`config.mk`:
```
export PLATFORM = sky130hd
export DESIGN_NAME = hrf_controller
export DESIGN_NICKNAME = d
export VERILOG_FILES = /design/src/rtl/hrf_pkg.sv /design/src/rtl/hrf_controller.sv
export SDC_FILE = /design/constraint.sdc
export NUM_CORES = 1
export LEC_CHECK = 0
export BUFFER_PORTS_ARGS = -buffer_cell sky130_fd_sc_hd__buf_2
export CAP_MARGIN = 20
export CORE_ASPECT_RATIO = 0.9
export CORE_MARGIN = 2
export CORE_UTILIZATION = 42
export CTS_CLUSTER_DIAMETER = 50
export CTS_CLUSTER_SIZE = 20
export DETAILED_ROUTE_END_ITERATION = 8
export PLACE_DENSITY_LB_ADDON = 0.08
export SLEW_MARGIN = 40
export SYNTH_ARGS = -nofsm -noshare
export SYNTH_HDL_FRONTEND = slang
export SYNTH_SLANG_ARGS = --single-unit
```
`constraint.sdc`:
```
create_clock -name clock -period 1.4 [get_ports clock]
set_clock_uncertainty 0.05 [all_clocks]
set_input_delay 0.07 -clock clock [delete_from_list [all_inputs] [get_ports clock]]
set_output_delay 0.07 -clock clock [all_outputs]
set_load 0.03 [all_outputs]
```
`src/rtl/hrf_pkg.sv`:
```
// ----------------------------------------------------------------------------
// hrf_pkg
// Shared types, constants and command structs for the histogram rank filter.
// ----------------------------------------------------------------------------
package hrf_pkg;

   localparam int COUNT_WIDTH_DEFAULT = 16;
   localparam int CHANNELS_DEFAULT    = 3;
   localparam int COARSE_BINS         = 16;
   localparam int FINE_PER_COARSE     = 16;
   localparam int FINE_BINS           = 256;

   typedef enum logic [1:0] {
      REQ_INSERT = 2'd0,
      REQ_REMOVE = 2'd1,
      REQ_QUERY  = 2'd2,
      REQ_NONE   = 2'd3
   } req_code_type;

   typedef enum logic [1:0] {
      MODE_MEDIAN = 2'd0,
      MODE_MIN    = 2'd1,
      MODE_MAX    = 2'd2,
      MODE_ALT    = 2'd3
   } mode_code_type;

   typedef enum logic [3:0] {
      ST_CLEAR,
      ST_IDLE,
      ST_UPD_READ,
      ST_UPD_WRITE,
      ST_Q_START,
      ST_Q_COARSE_READ,
      ST_Q_COARSE_STEP,
      ST_Q_FINE_READ,
      ST_Q_FINE_STEP,
      ST_Q_NEXT_CH,
      ST_RESPOND
   } state_type;

   typedef struct packed {
      logic clear_step;   // write zero at clear address, advance
      logic load_req;     // capture request
      logic upd_read;     // read counters for update
      logic upd_write;    // write updated counters
      logic q_init;       // init walk for current channel
      logic coarse_read;  // issue coarse reads at lo/hi
      logic coarse_step;  // take one coarse walk step
      logic fine_init;    // switch walk to fine level
      logic fine_read;    // issue fine reads at lo/hi
      logic fine_step;    // take one fine walk step
      logic next_ch;      // store result, advance channel
   } cmd_type;

   typedef struct packed {
      logic clear_done;
      logic walk_done;
      logic last_ch;
      logic skip;         // alpha zero or unused code
      req_code_type req;
   } status_type;

endpackage

```
`src/rtl/hrf_controller.sv`:
```
// ----------------------------------------------------------------------------
// hrf_controller
// Sequencer for clearing, counter updates and the per-channel rank walk.
// ----------------------------------------------------------------------------
module hrf_controller #(
   parameter int CHANNELS = hrf_pkg::CHANNELS_DEFAULT
) (
   input  logic                clock,
   input  logic                reset,
   input  logic                req_valid,
   output logic                req_ready,
   output logic                rsp_valid,
   input  logic                rsp_ready,
   input  hrf_pkg::status_type status,
   output hrf_pkg::cmd_type    cmd
);
   hrf_pkg::state_type state_ff, state_in;
   logic [1:0] uch_ff;
   logic rsp_ff;

   always_ff @(posedge clock) begin
      if (reset) begin
         state_ff <= hrf_pkg::ST_CLEAR;
         uch_ff   <= '0;
      end else begin
         state_ff <= state_in;
         if (state_ff == hrf_pkg::ST_IDLE) uch_ff <= '0;
         else if (state_ff == hrf_pkg::ST_UPD_WRITE) uch_ff <= uch_ff + 1'b1;
      end
   end

   always_comb begin
      state_in = state_ff;
      unique case (state_ff)
         hrf_pkg::ST_CLEAR:
            if (status.clear_done) state_in = hrf_pkg::ST_IDLE;
         hrf_pkg::ST_IDLE:
            if (req_valid && !rsp_ff) state_in = hrf_pkg::ST_Q_START;
         hrf_pkg::ST_Q_START: begin
            if (status.req == hrf_pkg::REQ_NONE) state_in = hrf_pkg::ST_IDLE;
            else if (status.req == hrf_pkg::REQ_QUERY) state_in =
               status.skip ? hrf_pkg::ST_Q_NEXT_CH : hrf_pkg::ST_Q_COARSE_READ;
            else if (status.skip) state_in = hrf_pkg::ST_IDLE;
            else state_in = hrf_pkg::ST_UPD_READ;
         end
         hrf_pkg::ST_UPD_READ:  state_in = hrf_pkg::ST_UPD_WRITE;
         hrf_pkg::ST_UPD_WRITE:
            state_in = (uch_ff == 2'(CHANNELS - 1)) ? hrf_pkg::ST_IDLE
                                                     : hrf_pkg::ST_UPD_READ;
         hrf_pkg::ST_Q_COARSE_READ:
            state_in = status.walk_done ? hrf_pkg::ST_Q_FINE_READ
                                        : hrf_pkg::ST_Q_COARSE_STEP;
         hrf_pkg::ST_Q_COARSE_STEP: state_in = hrf_pkg::ST_Q_COARSE_READ;
         hrf_pkg::ST_Q_FINE_READ:
            if (!status.walk_done) state_in = hrf_pkg::ST_Q_FINE_STEP;
            else if (status.last_ch) state_in = hrf_pkg::ST_RESPOND;
            else state_in = hrf_pkg::ST_Q_NEXT_CH;
         hrf_pkg::ST_Q_FINE_STEP: state_in = hrf_pkg::ST_Q_FINE_READ;
         hrf_pkg::ST_Q_NEXT_CH:
            if (!status.skip) state_in = hrf_pkg::ST_Q_COARSE_READ;
            else if (status.last_ch) state_in = hrf_pkg::ST_RESPOND;
         hrf_pkg::ST_RESPOND: state_in = hrf_pkg::ST_IDLE;
         default: state_in = hrf_pkg::ST_IDLE;
      endcase
   end

   always_comb begin
      cmd = '0;
      req_ready = 1'b0;
      unique case (state_ff)
         hrf_pkg::ST_CLEAR: cmd.clear_step = !status.clear_done;
         hrf_pkg::ST_IDLE: begin
            req_ready    = !rsp_ff;
            cmd.load_req = req_valid && !rsp_ff;
         end
         hrf_pkg::ST_Q_START: cmd.q_init = 1'b1;
         hrf_pkg::ST_UPD_READ: cmd.upd_read = 1'b1;
         hrf_pkg::ST_UPD_WRITE: cmd.upd_write = 1'b1;
         hrf_pkg::ST_Q_COARSE_READ: begin
            cmd.coarse_read = !status.walk_done;
            cmd.fine_init   = status.walk_done;
         end
         hrf_pkg::ST_Q_COARSE_STEP: cmd.coarse_step = 1'b1;
         hrf_pkg::ST_Q_FINE_READ: begin
            cmd.fine_read = !status.walk_done;
            cmd.next_ch   = status.walk_done;
         end
         hrf_pkg::ST_Q_FINE_STEP: cmd.fine_step = 1'b1;
         hrf_pkg::ST_Q_NEXT_CH: begin
            cmd.next_ch = status.skip;
            cmd.q_init  = !status.skip;
         end
         hrf_pkg::ST_RESPOND: ;
         default: ;
      endcase
   end

   always_ff @(posedge clock) begin
      if (reset) rsp_ff <= 1'b0;
      else if (state_ff == hrf_pkg::ST_RESPOND) rsp_ff <= 1'b1;
      else if (rsp_ready) rsp_ff <= 1'b0;
   end
   assign rsp_valid = rsp_ff;

endmodule

```
==> flow_summary.json <==
{
  "path_class": "register to output port",
  "result_of_the_run": "finished, violations left",
  "post_syn_nets": 97,
  "max-slew-margin-rel_pct": 78.5,
  "ios": 23,
  "synth_area_sq_um": 631,
  "detail_routed_net_length_per_standard_cell_microns": 17.5,
  "tot_gr_track_use_pct": 27.3,
  "hold_class": "primary input to register",
  "routed.top_layer": "met4",
  "max_slew.worst_pin.slew_ps": 319,
  "buffers_inverters_on_critical_path": 2,
  "drc_violations_left": 0,
  "p_int_uw": 378,
  "stdcell_count": 148,
  "global_route.overflow_total": 0,
  "root_buffer": "sky130_fd_sc_hd__clkbuf_4",
  "grt_start_max_net_pins": 12,
  "clockBufferDepth": 2,
  "synth_commonest_cells": "7 x sky130_fd_sc_hd__a21oi_1, 7 x sky130_fd_sc_hd__dfxtp_1, 7 x sky130_fd_sc_hd__nor3_1",
  "final_period_minus_worst_setup_slack_ps": 1470,
  "final_critical_path_setup_slack_ps": -69.8,
  "ys_dominant_reg_cell": "sky130_fd_sc_hd__dfxtp_1",
  "multiInputGateArea_sq_um": 591,
  "final_layout_size_suffix_gt1_share_pct": 63.9,
  "fin_total_pwr_uw": 550,
  "cp-endpoint": "cmd[0]",
  "regToRegSetupSlack_ps": -70,
  "totalNegativeSetupSlack_ps": -316,
  "yosys_warnings": 0,
  "cp_num_cells": 4,
  "drt_wl_total_microns": 2580,
  "die_height_microns": 40.8,
  "preCtsSetupSlack_ps": -57.2,
  "worst_hold_startpoint": "rsp_ready",
  "area_growth_syn_to_layout_pct": 90.9,
  "irDropWorstVdd_mv": 0.551,
  "synth_top_area_cell": "sky130_fd_sc_hd__dfxtp_1",
  "violated_checks": "setup timing",
  "final-setup-viol-count": 11,
  "grt_setup_unrepaired": "yes",
  "r2r-end": "state_ff[0]",
  "yosys-top-cells-area": "sky130_fd_sc_hd__dfxtp_1 22%, sky130_fd_sc_hd__a21oi_1 5.6%, sky130_fd_sc_hd__nor3_1 5.6%",
  "antenna_viol_nets_final": 0,
  "register_share_of_total_power_pct": 37.6,
  "yosysUniqueCellTypes": 37,
  "synth.ff_latch_count": 7,
  "tritoncts": "yes",
  "report.final.hold_viol_count": 0,
  "dr.pass1.iters": 4,
  "cts_buffers": 3,
  "antennaDiodeCount": 0,
  "endpoint_kind": "output port",
  "crit_fanout": 7,
  "routedLengthMet1_microns": 984,
  "chip_width_microns": 44.8,
  "grt_pass1_vias": 738,
  "critPathLaunchType": "register",
  "cts.reportedPaths.clkPinSlew_ps": 60,
  "power_frac_comb_pct": 29.0,
  "n_fill_cell": 92,
  "r2r_start": "state_ff[1]",
  "grt_pass1_wl_microns": 3530,
  "clock_sinks": 7,
  "gate_count_after_technology_mapping": 86,
  "gp_congestion": 0.835,
  "routed-wl-met2_microns": 1250,
  "number_of_nets_in_the_finished_design": 145,
  "routed-via-count": 887,
  "post_drt_via_cell_ratio": 5.99,
  "register_area_sq_um": 154,
  "cap_violations": 0,
  "min_period_over_period_pct": 105,
  "clk_latency_ps": 250,
  "synth.top_cell.area_share_pct": 22.2,
  "design.die.area_sq_um": 1830,
  "met3_routed_wl_microns": 288,
  "ys_seq_area_share_pct": 22.2,
  "crit_path_cell_trace": "buf_6, and4b_2, o21a_1, buf_6",
  "power-per-cell-area_nw_per_um2": 457,
  "dp_hpwl_microns": 1380,
  "p_switching_uw": 172,
  "synth_enable_flop_cells": 0,
  "antenna_found_initial": 0,
  "avgSynthCellArea_sq_um": 7.33,
  "max_clock_freq_ghz": 0.680,
  "initial_utilization_pct": 44.1,
  "ys_async_sr_fraction_pct": 0,
  "critPathTopFamily": "flip-flops",
  "arrival_ps": 1350,
  "crit_path_frequent_cell": "sky130_fd_sc_hd__buf_6",
  "data_required_critical_path_ps": 1280,
  "numPlacedInstances": 131,
  "critical_path.slowest_cell": "sky130_fd_sc_hd__dfxtp_4",
  "netSwitchingFraction_pct": 31.2,
  "cellLeakagePower_uw": 0.000501,
  "drt_iter0_markers": 29,
  "rows": 13,
  "power.clock.fraction_pct": 33.5,
  "core_area_sq_um": 1430,
  "final_max_slew_viol_count": 0,
  "timing.reg2reg.worst_path_depth": 5,
  "final_core_util_pct": 84.1,
  "max_stage_delay_ps": 400,
  "h-tree-depth": 1,
  "place.port_buffers": 22,
  "worst_setup_path_startpoint": "state_ff[3]"
}
## power by group through the flow
| stage | registers [uW] | logic [uW] | clock network (uW) |
|---|---|---|---|
| after floorplan | 209 | 73.8 | 0 |
| after global placement | 213 | 121 | 0 |
| after detailed placement | 213 | 122 | 0 |
| after CTS | 205 | 139 | 182 |
| after global routing | 207 | 167 | 208 |
| final | 207 | 159 | 184 |
## logic make-up after synthesis
| group | share of synthesized area [%] |
|---|---|
| compound gates | 24.4 |
| fa+ha+maj | 1.98 |
| buf+inv | 8.33 |
| flops | 22.2 |
| simple gates | 43.1 |
## layout by cell type, fill, tap and decap left out, types with 2 or more instances in the layout
master                     instances
sky130_fd_sc_hd__nor2_1            3
sky130_fd_sc_hd__buf_6            14
sky130_fd_sc_hd__dfxtp_4           3
sky130_fd_sc_hd__inv_1             2
sky130_fd_sc_hd__nor3_1            2
sky130_fd_sc_hd__nand2b_1          3
sky130_fd_sc_hd__a21oi_1           5
sky130_fd_sc_hd__nand3_1           2
sky130_fd_sc_hd__nor3_2            4
sky130_fd_sc_hd__clkbuf_4          3
sky130_fd_sc_hd__buf_2            11
sky130_fd_sc_hd__nand3b_1          2
sky130_fd_sc_hd__nor4_4            2
sky130_fd_sc_hd__o21a_1            2
sky130_fd_sc_hd__nor2_4            4
sky130_fd_sc_hd__nand2_1           6
sky130_fd_sc_hd__a21o_1            2
sky130_fd_sc_hd__o21ai_0           4
sky130_fd_sc_hd__dfxtp_2           2
sky130_fd_sc_hd__a21oi_2           2
sky130_fd_sc_hd__dfxtp_1           2
sky130_fd_sc_hd__buf_4            24
sky130_fd_sc_hd__nand2b_4          2
## how the worst min path moves through the flow
stage | endpoint | slack [ps] | depth (start not counted)
2_1_floorplan | rsp_valid | 90 | 1
3_3_place_gp | rsp_valid | 270 | 2
3_5_place_dp | state_ff[3] | 270 | 2
4_1_cts | rsp_valid | 30 | 3
5_1_grt | rsp_valid | 20 | 3
6_report | rsp_valid | 20 | 3
## metrics by stage
| step | hold WS (ps) | instance area, sq um |
|---|---|---|
| floorplan | 89.1 | 658 |
| global placement | 268 | 858 |
| detailed placement | 273 | 858 |
| CTS | 30.8 | 1080 |
| global route | 21.0 | 1200 |
| finish | 24.3 | 1200 |
## sequential cells by signal (all words and copies together), names as in the netlist
signal,cells
state_ff,4
rsp_valid,1
uch_ff,2
## worst min-delay path, delay by kind of cell
family,cells,cell delay [ps]
buffers and inverters,1,70
AND/OR/NAND/NOR,1,80
AO/OA/AOI/OAI,1,50
## routing by layer
metal	track usage, %	vias up
li1	-	411
met1	35.5	397
met2	46.4	69
met3	6.17	10
met4	6.62	0
met5	0	-
## cell type report
cell class | instances | share of cell area, %
multi-input combinational | 69 | 49.1
timing repair buffer | 50 | 33.5
sequential | 7 | 12.8
clock buffer | 4 | 2.18
tap | 15 | 1.56
inverter | 3 | 0.936
## what timing repair did
action,in CTS,in global routing
endpoints found under the setup margin,17,17
pin swaps,9,9
buffers inserted,9,3
hold endpoints to repair,1,0
hold buffers,1,0
resized for setup,41,20
No activity file was read; power rests on OpenSTA's default activity.
